$ cat src/sv/spi_flash_command_shifter_macros.svh
// Assertion macros for the SPI flash command shifter.
`ifndef SPI_FLASH_COMMAND_SHIFTER_MACROS_SVH
`define SPI_FLASH_COMMAND_SHIFTER_MACROS_SVH

// Same-cycle implication, disabled during reset.
`define SFCS_ASSERT_NOW(label, clk, rst, ante, cons) \
   label: assert property (@(posedge clk) disable iff (rst) (ante) |-> (cons)) \
      else $error("sfcs assertion failed");

// Next-cycle implication, disabled during reset.
`define SFCS_ASSERT_NEXT(label, clk, rst, ante, cons) \
   label: assert property (@(posedge clk) disable iff (rst) (ante) |=> (cons)) \
      else $error("sfcs assertion failed");

`endif

$ cat src/sv/sfcs_pkg.sv
// Types and constants shared by the SPI flash command shifter modules.
`default_nettype none
package sfcs_pkg;
   localparam int unsigned SHIFT_W = 32;
   localparam int unsigned CNT_W   = 6;

   localparam logic [2:0] KIND_CMD   = 3'd0;
   localparam logic [2:0] KIND_ADDR  = 3'd1;
   localparam logic [2:0] KIND_WRITE = 3'd2;
   localparam logic [2:0] KIND_READ  = 3'd3;
   localparam logic [2:0] KIND_END   = 3'd4;

   localparam logic [1:0] OP_SHIFT = 2'd0;
   localparam logic [1:0] OP_READ  = 2'd1;
   localparam logic [1:0] OP_END   = 2'd2;

   typedef struct packed {
      logic [1:0]         op;
      logic               pre_cs;
      logic               cs_n;
      logic [CNT_W-1:0]   nbits;
      logic [SHIFT_W-1:0] word;
      logic [7:0]         rbyte;
   } desc_type;
endpackage
`default_nettype wire

$ cat src/sv/sfcs_front.sv
// Front end: accepts transactions, tracks chip select and builds shift descriptors.
`default_nettype none
module sfcs_front
   import sfcs_pkg::*;
#(
   parameter int unsigned ADDRESS_BITS = 24
) (
   input  wire logic         clock,
   input  wire logic         reset,
   input  wire logic         accept,
   input  wire logic [2:0]   kind,
   input  wire logic [23:0]  value,
   input  wire logic [7:0]   miso_bits,
   output logic              desc_valid,
   output desc_type          desc
);
   localparam int unsigned ALIGN = SHIFT_W - ADDRESS_BITS;

   logic               select_ff;
   logic               select_in;
   logic [SHIFT_W-1:0] addr_word;
   logic [SHIFT_W-1:0] byte_word;

   assign addr_word = {{(SHIFT_W-24){1'b0}}, value} << ALIGN;
   assign byte_word = {value[7:0], {(SHIFT_W-8){1'b0}}};

   always_comb begin
      select_in   = select_ff;
      desc_valid  = 1'b0;
      desc.op     = OP_SHIFT;
      desc.pre_cs = 1'b0;
      desc.cs_n   = ~select_ff;
      desc.nbits  = CNT_W'(8);
      desc.word   = byte_word;
      desc.rbyte  = miso_bits;
      case (kind)
         KIND_CMD: begin
            desc_valid  = accept;
            desc.pre_cs = ~select_ff;
            desc.cs_n   = 1'b0;
            select_in   = select_ff | accept;
         end
         KIND_ADDR: begin
            desc_valid = accept;
            desc.nbits = CNT_W'(ADDRESS_BITS);
            desc.word  = addr_word;
         end
         KIND_WRITE: begin
            desc_valid = accept;
         end
         KIND_READ: begin
            desc_valid = accept;
            desc.op    = OP_READ;
         end
         KIND_END: begin
            desc_valid = accept & select_ff;
            desc.op    = OP_END;
            desc.cs_n  = 1'b1;
            select_in  = select_ff & ~accept;
         end
         default: begin
            desc_valid = 1'b0;
         end
      endcase
   end

   always_ff @(posedge clock) begin
      if (reset) begin
         select_ff <= 1'b0;
      end else begin
         select_ff <= select_in;
      end
   end
endmodule
`default_nettype wire

$ cat src/sv/sfcs_queue.sv
// Two-entry descriptor queue between the front end and the shift engine.
`default_nettype none
module sfcs_queue
   import sfcs_pkg::*;
(
   input  wire logic     clock,
   input  wire logic     reset,
   input  wire logic     push,
   input  wire desc_type push_desc,
   output logic          full,
   input  wire logic     pop,
   output logic          valid,
   output desc_type      pop_desc
);
   desc_type   entry_ff [2];
   logic       wr_ptr_ff;
   logic       rd_ptr_ff;
   logic [1:0] count_ff;
   logic [1:0] count_in;

   assign full     = count_ff == 2'd2;
   assign valid    = count_ff != 2'd0;
   assign pop_desc = entry_ff[rd_ptr_ff];

   always_comb begin
      count_in = count_ff;
      if (push && !pop) begin
         count_in = count_ff + 2'd1;
      end else if (pop && !push) begin
         count_in = count_ff - 2'd1;
      end
   end

   always_ff @(posedge clock) begin
      if (push) begin
         entry_ff[wr_ptr_ff] <= push_desc;
      end
   end

   always_ff @(posedge clock) begin
      if (reset) begin
         wr_ptr_ff <= 1'b0;
         rd_ptr_ff <= 1'b0;
         count_ff  <= 2'd0;
      end else begin
         count_ff <= count_in;
         if (push) begin
            wr_ptr_ff <= ~wr_ptr_ff;
         end
         if (pop) begin
            rd_ptr_ff <= ~rd_ptr_ff;
         end
      end
   end
endmodule
`default_nettype wire

$ cat src/sv/sfcs_back.sv
// Shift engine: runs descriptors as SCK pulses and chip select changes.
`default_nettype none
module sfcs_back
   import sfcs_pkg::*;
(
   input  wire logic     clock,
   input  wire logic     reset,
   input  wire logic     q_valid,
   input  wire desc_type q_desc,
   output logic          q_pop,
   input  wire logic     out_take,
   output logic          out_empty,
   output logic          out_cs_n,
   output logic          out_pulse,
   output logic          out_mosi,
   output logic [7:0]    out_read_byte,
   output logic          out_last
);
   logic               busy_ff, busy_in;
   logic               half_ff, half_in;
   logic               mosi_level_ff, mosi_level_in;
   logic               out_valid_ff, out_valid_in;
   logic [1:0]         op_ff, op_in;
   logic               pre_ff, pre_in;
   logic               cs_n_ff, cs_n_in;
   logic [CNT_W-1:0]   cnt_ff, cnt_in;
   logic [SHIFT_W-1:0] word_ff, word_in;
   logic [7:0]         rbyte_ff, rbyte_in;
   logic               o_cs_n_ff, o_cs_n_in;
   logic               o_pulse_ff, o_pulse_in;
   logic               o_mosi_ff, o_mosi_in;
   logic [7:0]         o_rbyte_ff, o_rbyte_in;
   logic               o_last_ff, o_last_in;
   logic               emit_ok;
   logic               final_bit;

   assign emit_ok   = !out_valid_ff || out_take;
   assign final_bit = cnt_ff == CNT_W'(1);
   assign q_pop     = !busy_ff && q_valid;

   assign out_empty     = !out_valid_ff;
   assign out_cs_n      = o_cs_n_ff;
   assign out_pulse     = o_pulse_ff;
   assign out_mosi      = o_mosi_ff;
   assign out_read_byte = o_rbyte_ff;
   assign out_last      = o_last_ff;

   always_comb begin
      busy_in       = busy_ff;
      half_in       = half_ff;
      mosi_level_in = mosi_level_ff;
      out_valid_in  = out_valid_ff && !out_take;
      op_in         = op_ff;
      pre_in        = pre_ff;
      cs_n_in       = cs_n_ff;
      cnt_in        = cnt_ff;
      word_in       = word_ff;
      rbyte_in      = rbyte_ff;
      o_cs_n_in     = o_cs_n_ff;
      o_pulse_in    = o_pulse_ff;
      o_mosi_in     = o_mosi_ff;
      o_rbyte_in    = o_rbyte_ff;
      o_last_in     = o_last_ff;
      if (q_pop) begin
         busy_in  = 1'b1;
         half_in  = 1'b0;
         op_in    = q_desc.op;
         pre_in   = q_desc.pre_cs;
         cs_n_in  = q_desc.cs_n;
         cnt_in   = q_desc.nbits;
         word_in  = q_desc.word;
         rbyte_in = q_desc.rbyte;
      end else if (busy_ff && emit_ok) begin
         half_in = ~half_ff;
         if (half_ff) begin
            out_valid_in = 1'b1;
            o_mosi_in    = mosi_level_ff;
            o_rbyte_in   = 8'd0;
            if (pre_ff) begin
               pre_in     = 1'b0;
               o_cs_n_in  = 1'b0;
               o_pulse_in = 1'b0;
               o_last_in  = 1'b0;
            end else begin
               case (op_ff)
                  OP_SHIFT: begin
                     o_cs_n_in     = cs_n_ff;
                     o_pulse_in    = 1'b1;
                     o_mosi_in     = word_ff[SHIFT_W-1];
                     mosi_level_in = word_ff[SHIFT_W-1];
                     o_last_in     = final_bit;
                     word_in       = {word_ff[SHIFT_W-2:0], 1'b0};
                     cnt_in        = cnt_ff - CNT_W'(1);
                     busy_in       = !final_bit;
                  end
                  OP_READ: begin
                     o_cs_n_in  = cs_n_ff;
                     o_pulse_in = 1'b1;
                     o_last_in  = final_bit;
                     o_rbyte_in = final_bit ? rbyte_ff : 8'd0;
                     cnt_in     = cnt_ff - CNT_W'(1);
                     busy_in    = !final_bit;
                  end
                  default: begin
                     o_cs_n_in  = 1'b1;
                     o_pulse_in = 1'b0;
                     o_last_in  = 1'b1;
                     busy_in    = 1'b0;
                  end
               endcase
            end
         end
      end
   end

   always_ff @(posedge clock) begin
      op_ff      <= op_in;
      pre_ff     <= pre_in;
      cs_n_ff    <= cs_n_in;
      cnt_ff     <= cnt_in;
      word_ff    <= word_in;
      rbyte_ff   <= rbyte_in;
      o_cs_n_ff  <= o_cs_n_in;
      o_pulse_ff <= o_pulse_in;
      o_mosi_ff  <= o_mosi_in;
      o_rbyte_ff <= o_rbyte_in;
      o_last_ff  <= o_last_in;
   end

   always_ff @(posedge clock) begin
      if (reset) begin
         busy_ff       <= 1'b0;
         half_ff       <= 1'b0;
         mosi_level_ff <= 1'b1;
         out_valid_ff  <= 1'b0;
      end else begin
         busy_ff       <= busy_in;
         half_ff       <= half_in;
         mosi_level_ff <= mosi_level_in;
         out_valid_ff  <= out_valid_in;
      end
   end
endmodule
`default_nettype wire

$ cat src/sv/spi_flash_command_shifter.sv
// SPI mode 0 flash command shifter: front end, descriptor queue and shift engine.
// The shift engine loads one item at a time from the queue and produces its results in order;
// it stalls while the result slot is full, and a command that selects first emits a select result.
// The two-entry queue lets new transactions be taken while the engine shifts.
// Reset (synchronous): chip deselected, MOSI level high, queue and result slot empty.
`default_nettype none
`include "spi_flash_command_shifter_macros.svh"
module spi_flash_command_shifter
   import sfcs_pkg::*;
#(
   parameter int unsigned ADDRESS_BITS = 24
) (
   input  wire logic         clock,
   input  wire logic         reset,
   input  wire logic         req_push,
   output logic              req_full,
   input  wire logic [2:0]   req_kind,
   input  wire logic [23:0]  req_value,
   input  wire logic [7:0]   req_miso_bits,
   output logic              rsp_empty,
   input  wire logic         rsp_pop,
   output logic              rsp_cs_n,
   output logic              rsp_pulse,
   output logic              rsp_mosi,
   output logic [7:0]        rsp_read_byte,
   output logic              rsp_last
);
   logic     accept;
   logic     f_valid;
   desc_type f_desc;
   logic     q_full;
   logic     q_valid;
   logic     q_pop;
   desc_type q_desc;
   logic     take;

   assign req_full = q_full;
   assign accept   = req_push && !q_full;
   assign take     = rsp_pop && !rsp_empty;

   sfcs_front #(
      .ADDRESS_BITS(ADDRESS_BITS)
   ) u_front (
      .clock     (clock),
      .reset     (reset),
      .accept    (accept),
      .kind      (req_kind),
      .value     (req_value),
      .miso_bits (req_miso_bits),
      .desc_valid(f_valid),
      .desc      (f_desc)
   );

   sfcs_queue u_queue (
      .clock    (clock),
      .reset    (reset),
      .push     (f_valid),
      .push_desc(f_desc),
      .full     (q_full),
      .pop      (q_pop),
      .valid    (q_valid),
      .pop_desc (q_desc)
   );

   sfcs_back u_back (
      .clock        (clock),
      .reset        (reset),
      .q_valid      (q_valid),
      .q_desc       (q_desc),
      .q_pop        (q_pop),
      .out_take     (take),
      .out_empty    (rsp_empty),
      .out_cs_n     (rsp_cs_n),
      .out_pulse    (rsp_pulse),
      .out_mosi     (rsp_mosi),
      .out_read_byte(rsp_read_byte),
      .out_last     (rsp_last)
   );

   `SFCS_ASSERT_NOW(a_select_result, clock, reset, !rsp_empty && !rsp_pulse, rsp_cs_n == rsp_last)
   `SFCS_ASSERT_NOW(a_byte_on_last, clock, reset, !rsp_empty && rsp_read_byte != 8'd0, rsp_last)
   `SFCS_ASSERT_NOW(a_no_push_full, clock, reset, f_valid, !q_full)
   `SFCS_ASSERT_NEXT(a_hold_when_stalled, clock, reset, !rsp_empty && !rsp_pop, !rsp_empty)
endmodule
`default_nettype wire

$ cat config.mk
export PLATFORM = sky130hd
export DESIGN_NAME = spi_flash_command_shifter
export DESIGN_NICKNAME = d
export VERILOG_FILES = /design/src/sv/sfcs_pkg.sv /design/src/sv/sfcs_front.sv /design/src/sv/sfcs_queue.sv /design/src/sv/sfcs_back.sv /design/src/sv/spi_flash_command_shifter.sv
export VERILOG_INCLUDE_DIRS = /design/src /design/src/sv
export SDC_FILE = /design/constraint.sdc
export NUM_CORES = 1
export LEC_CHECK = 0
export BUFFER_PORTS_ARGS = -buffer_cell sky130_fd_sc_hd__buf_4
export CAP_MARGIN = 20
export CORE_MARGIN = 2
export CORE_UTILIZATION = 60
export DETAILED_ROUTE_END_ITERATION = 16
export PLACE_DENSITY = 0.81
export SYNTH_ARGS = -nofsm -noshare
export SYNTH_HDL_FRONTEND = slang
export SYNTH_SLANG_ARGS = --single-unit
export TNS_END_PERCENT = 10
$ cat constraint.sdc
create_clock -name clock -period 4.7 [get_ports clock]
set_clock_uncertainty 0.15 [all_clocks]
set_input_delay 0.235 -clock clock [delete_from_list [all_inputs] [get_ports clock]]
set_output_delay 0.235 -clock clock [all_outputs]
set_load 0.01 [all_outputs]
==> reports/qor.yml <==
drv_cap: 0
reg2reg_depth: 5
drt_iter0_drc: 184
r2r-end: "u_queue.count_ff[1]$_SDFFE_PP0P_"
cp-end-kind: "flop"
final.setup.tns_ns: 0
crit_required_ns: 4.80
cp.arrival_ns: 2.73
vdd_drop_max_mv: 0.377
drc_errors: 0
hold_viol: 0
coreArea_um2: 8760
grt_pass1_wl_um: 15900
initial_utilization_pct: 62.1
h-tree-depth: 4
finalSetupViolCount: 0
yosysSeqAreaShare_pct: 74.3
ys_ff_latch: 138
dieArea_um2: 9840
grt_usage_pct: 21.5
fin_crit_ns: 2.63
fin_nets: 490
finalCritPeriodShare_pct: 55.9
wl_per_cell_um: 17.3
tightest_slew_ns: 1.11
synth_nets: 390
finalPower_mw: 4.20
p_per_area_nw_per_um2: 600
dr.pass1.iters: 5
grt_max_degree: 55
postLayoutCoreUtil_pct: 79.8
ant_nets: 0
cts_buffers: 17
worstHoldPathType: "in2reg"
outcome: "finished, final reports clean"
register_area_um2: 4050
drt_wl_total_um: 9850
worst_slack_ns: 2.07
cts_buffer_depth: 2
root_buffer: "clkbuf_8"
crit_path_start: "req_kind[0]"
gr-total-overflow: 0
dp_hpwl_um: 5140
grt_pass1_vias: 3262
cts_setup_buffers: 0
placed_area_um2: 5900
rsz0062_at_grt: "false"
viasPerCell: 5.39
synth_area_um2: 5440
p_leak_nw: 2.59
cts_resized: 0
fp.dieH_um: 99.2
nFillCells: 450
clk_pin_slew_worst_paths_ns: 0.06
final_cell_mix: "edfxtp_1 (128), buf_4 (52), dlygate4sd3_1 (40)"
netlist_instances: 348
critical_path_class: "in2reg"
reg2reg_slack_ns: 2.24
startpoint_type: "primary input"
dr_total_vias: 3065
drv_slew: 0
rows: 34
numPortBuffers: 52
r2r-start: "u_queue.count_ff[0]$_SDFFE_PP0P_"
numClockSinks: 138
place.gp.congestion: 0.752
die_x_um: 99.2
final_cell_area_um2: 6990
area_delta_synth_final_pct: 28.5
num_antenna_cells: 0
relSlewSlack_pct: 25.8
postSynthAreaPerCell_um2: 15.6
synth_warnings: 0
drive_gt1_share_pct: 23.6
fmax_mhz: 381
ios: 53
endpoint: "u_queue.entry_ff[0][36]$_DFFE_PP_"
cts_tree: "yes"
path_max_fanout: 26
worstSkewPairLatency_ns: 0.51
final_common_cell: "edfxtp_1"
post-place-ws_ns: 2.30
multi_input_area_um2: 1300
antenna_found_initial: 0
ys_types: 37
cell type report:
| type | instances | share of cell area (%) |
|---|---|---|
| Clock buffer | 18 | 5.98 |
| Inverter | 8 | 0.501 |
| Timing Repair Buffer | 94 | 11.9 |
| Tap cell | 108 | 1.93 |
| Multi-Input combinational cell | 189 | 18.6 |
| Clock inverter | 14 | 3.24 |
| Sequential cell | 138 | 57.9 |
layer usage:
metal | GRT usage (%) | vias up | share of wire [%]
met5 | 0 | - | 0
met4 | 10.1 | 0 | 1.8
met3 | 5.06 | 18 | 3.6
met2 | 38.3 | 87 | 53
met1 | 24.4 | 1478 | 41
li1 | - | 1482 | -
power by group:
part	leakage [nW]	total, mW	internal (mW)	switching (mW)
Clock	0.310	1.44	0.962	0.479
Combinational	0.993	0.830	0.351	0.479
Sequential	1.29	1.93	1.74	0.186
through the flow:
stage,hold WS [ns],std cells
5_1_grt,0.292,569
6_report,0.303,569
3_5_place_dp,0.276,495
2_1_floorplan,0.184,348
4_1_cts,0.285,567
3_3_place_gp,0.272,495
worst min path at each step:
stage	from	end	slack [ns]	depth (start not counted)
global route	req_miso_bits[3]	u_queue.entry_ff[0][3]$_DFFE_PP_	0.29	2
global placement	req_miso_bits[4]	u_queue.entry_ff[1][4]$_DFFE_PP_	0.27	1
CTS	req_miso_bits[3]	u_queue.entry_ff[0][3]$_DFFE_PP_	0.29	2
floorplan	req_miso_bits[0]	u_queue.entry_ff[0][0]$_DFFE_PP_	0.18	0
detailed placement	req_miso_bits[3]	u_queue.entry_ff[0][3]$_DFFE_PP_	0.28	1
finish	req_miso_bits[3]	u_queue.entry_ff[0][3]$_DFFE_PP_	0.30	2
kinds of logic after synthesis:
kind of cell             count (synthesis)  share of synthesized area [%]
multiplexers                            47                           9.11
buffers and inverters                   21                           2.02
adder cells (fa/ha/maj)                  3                          0.690
XOR/XNOR                                 9                           1.45
AO/OA/AOI/OAI                           35                           3.47
AND/OR/NAND/NOR                         95                           8.92
flip-flops                             138                           74.3
cells in the mapped netlist:
| master | number | area [um^2] |
|---|---|---|
| a211o_1 | 1 | 8.76 |
| a21oi_1 | 6 | 30.0 |
| and2_1 | 25 | 156 |
| and3_1 | 1 | 6.26 |
| buf_2 | 9 | 45.0 |
| buf_4 | 2 | 15.0 |
| buf_6 | 1 | 11.3 |
| clkbuf_1 | 1 | 3.75 |
| dfxtp_1 | 10 | 200 |
| edfxtp_1 | 128 | 3840 |
| ha_1 | 3 | 37.5 |
| inv_1 | 7 | 26.3 |
| inv_6 | 1 | 8.76 |
| mux2_1 | 3 | 33.8 |
| mux2_2 | 17 | 191 |
| mux2i_1 | 27 | 270 |
| nand2_1 | 29 | 109 |
| nand2b_1 | 3 | 18.8 |
| nand3_1 | 3 | 15.0 |
| nand3b_1 | 1 | 7.51 |
| nand4_2 | 1 | 12.5 |
| nor2_1 | 20 | 75.1 |
| nor2_2 | 1 | 6.26 |
| nor2b_1 | 1 | 6.26 |
| nor3_1 | 4 | 20.0 |
| nor3b_1 | 2 | 15.0 |
| nor3b_4 | 1 | 18.8 |
| nor4_1 | 1 | 6.26 |
| o211a_1 | 1 | 10.0 |
| o21a_1 | 1 | 7.51 |
| o21ai_0 | 5 | 25.0 |
| o21ai_1 | 20 | 100 |
| o21bai_1 | 1 | 7.51 |
| or2_1 | 1 | 6.26 |
| or3_1 | 1 | 6.26 |
| xnor2_1 | 4 | 35.0 |
| xor2_1 | 5 | 43.8 |
worst max-delay path, cell delays in order:
cell and delay, ns:
dlygate4sd3_1 0.55, buf_4 0.15, nor3b_4 0.81, mux2_2 0.41, dlygate4sd3_1 0.57
registers in the layout (all words and copies together) (netlist names), 2 cells and up, named ones only:
signal and count:
u_queue.entry_ff 74, u_back.word_ff 24, u_back.out_read_byte 8, u_back.rbyte_ff 8, u_back.cnt_ff 6, u_back.op_ff 2, u_queue.count_ff 2
timing repair:
action,in CTS,in global routing
endpoints found under the setup margin,0,0
hold buffers,40,0
hold endpoints to repair,83,0
No activity file was read; power rests on OpenSTA's default activity.
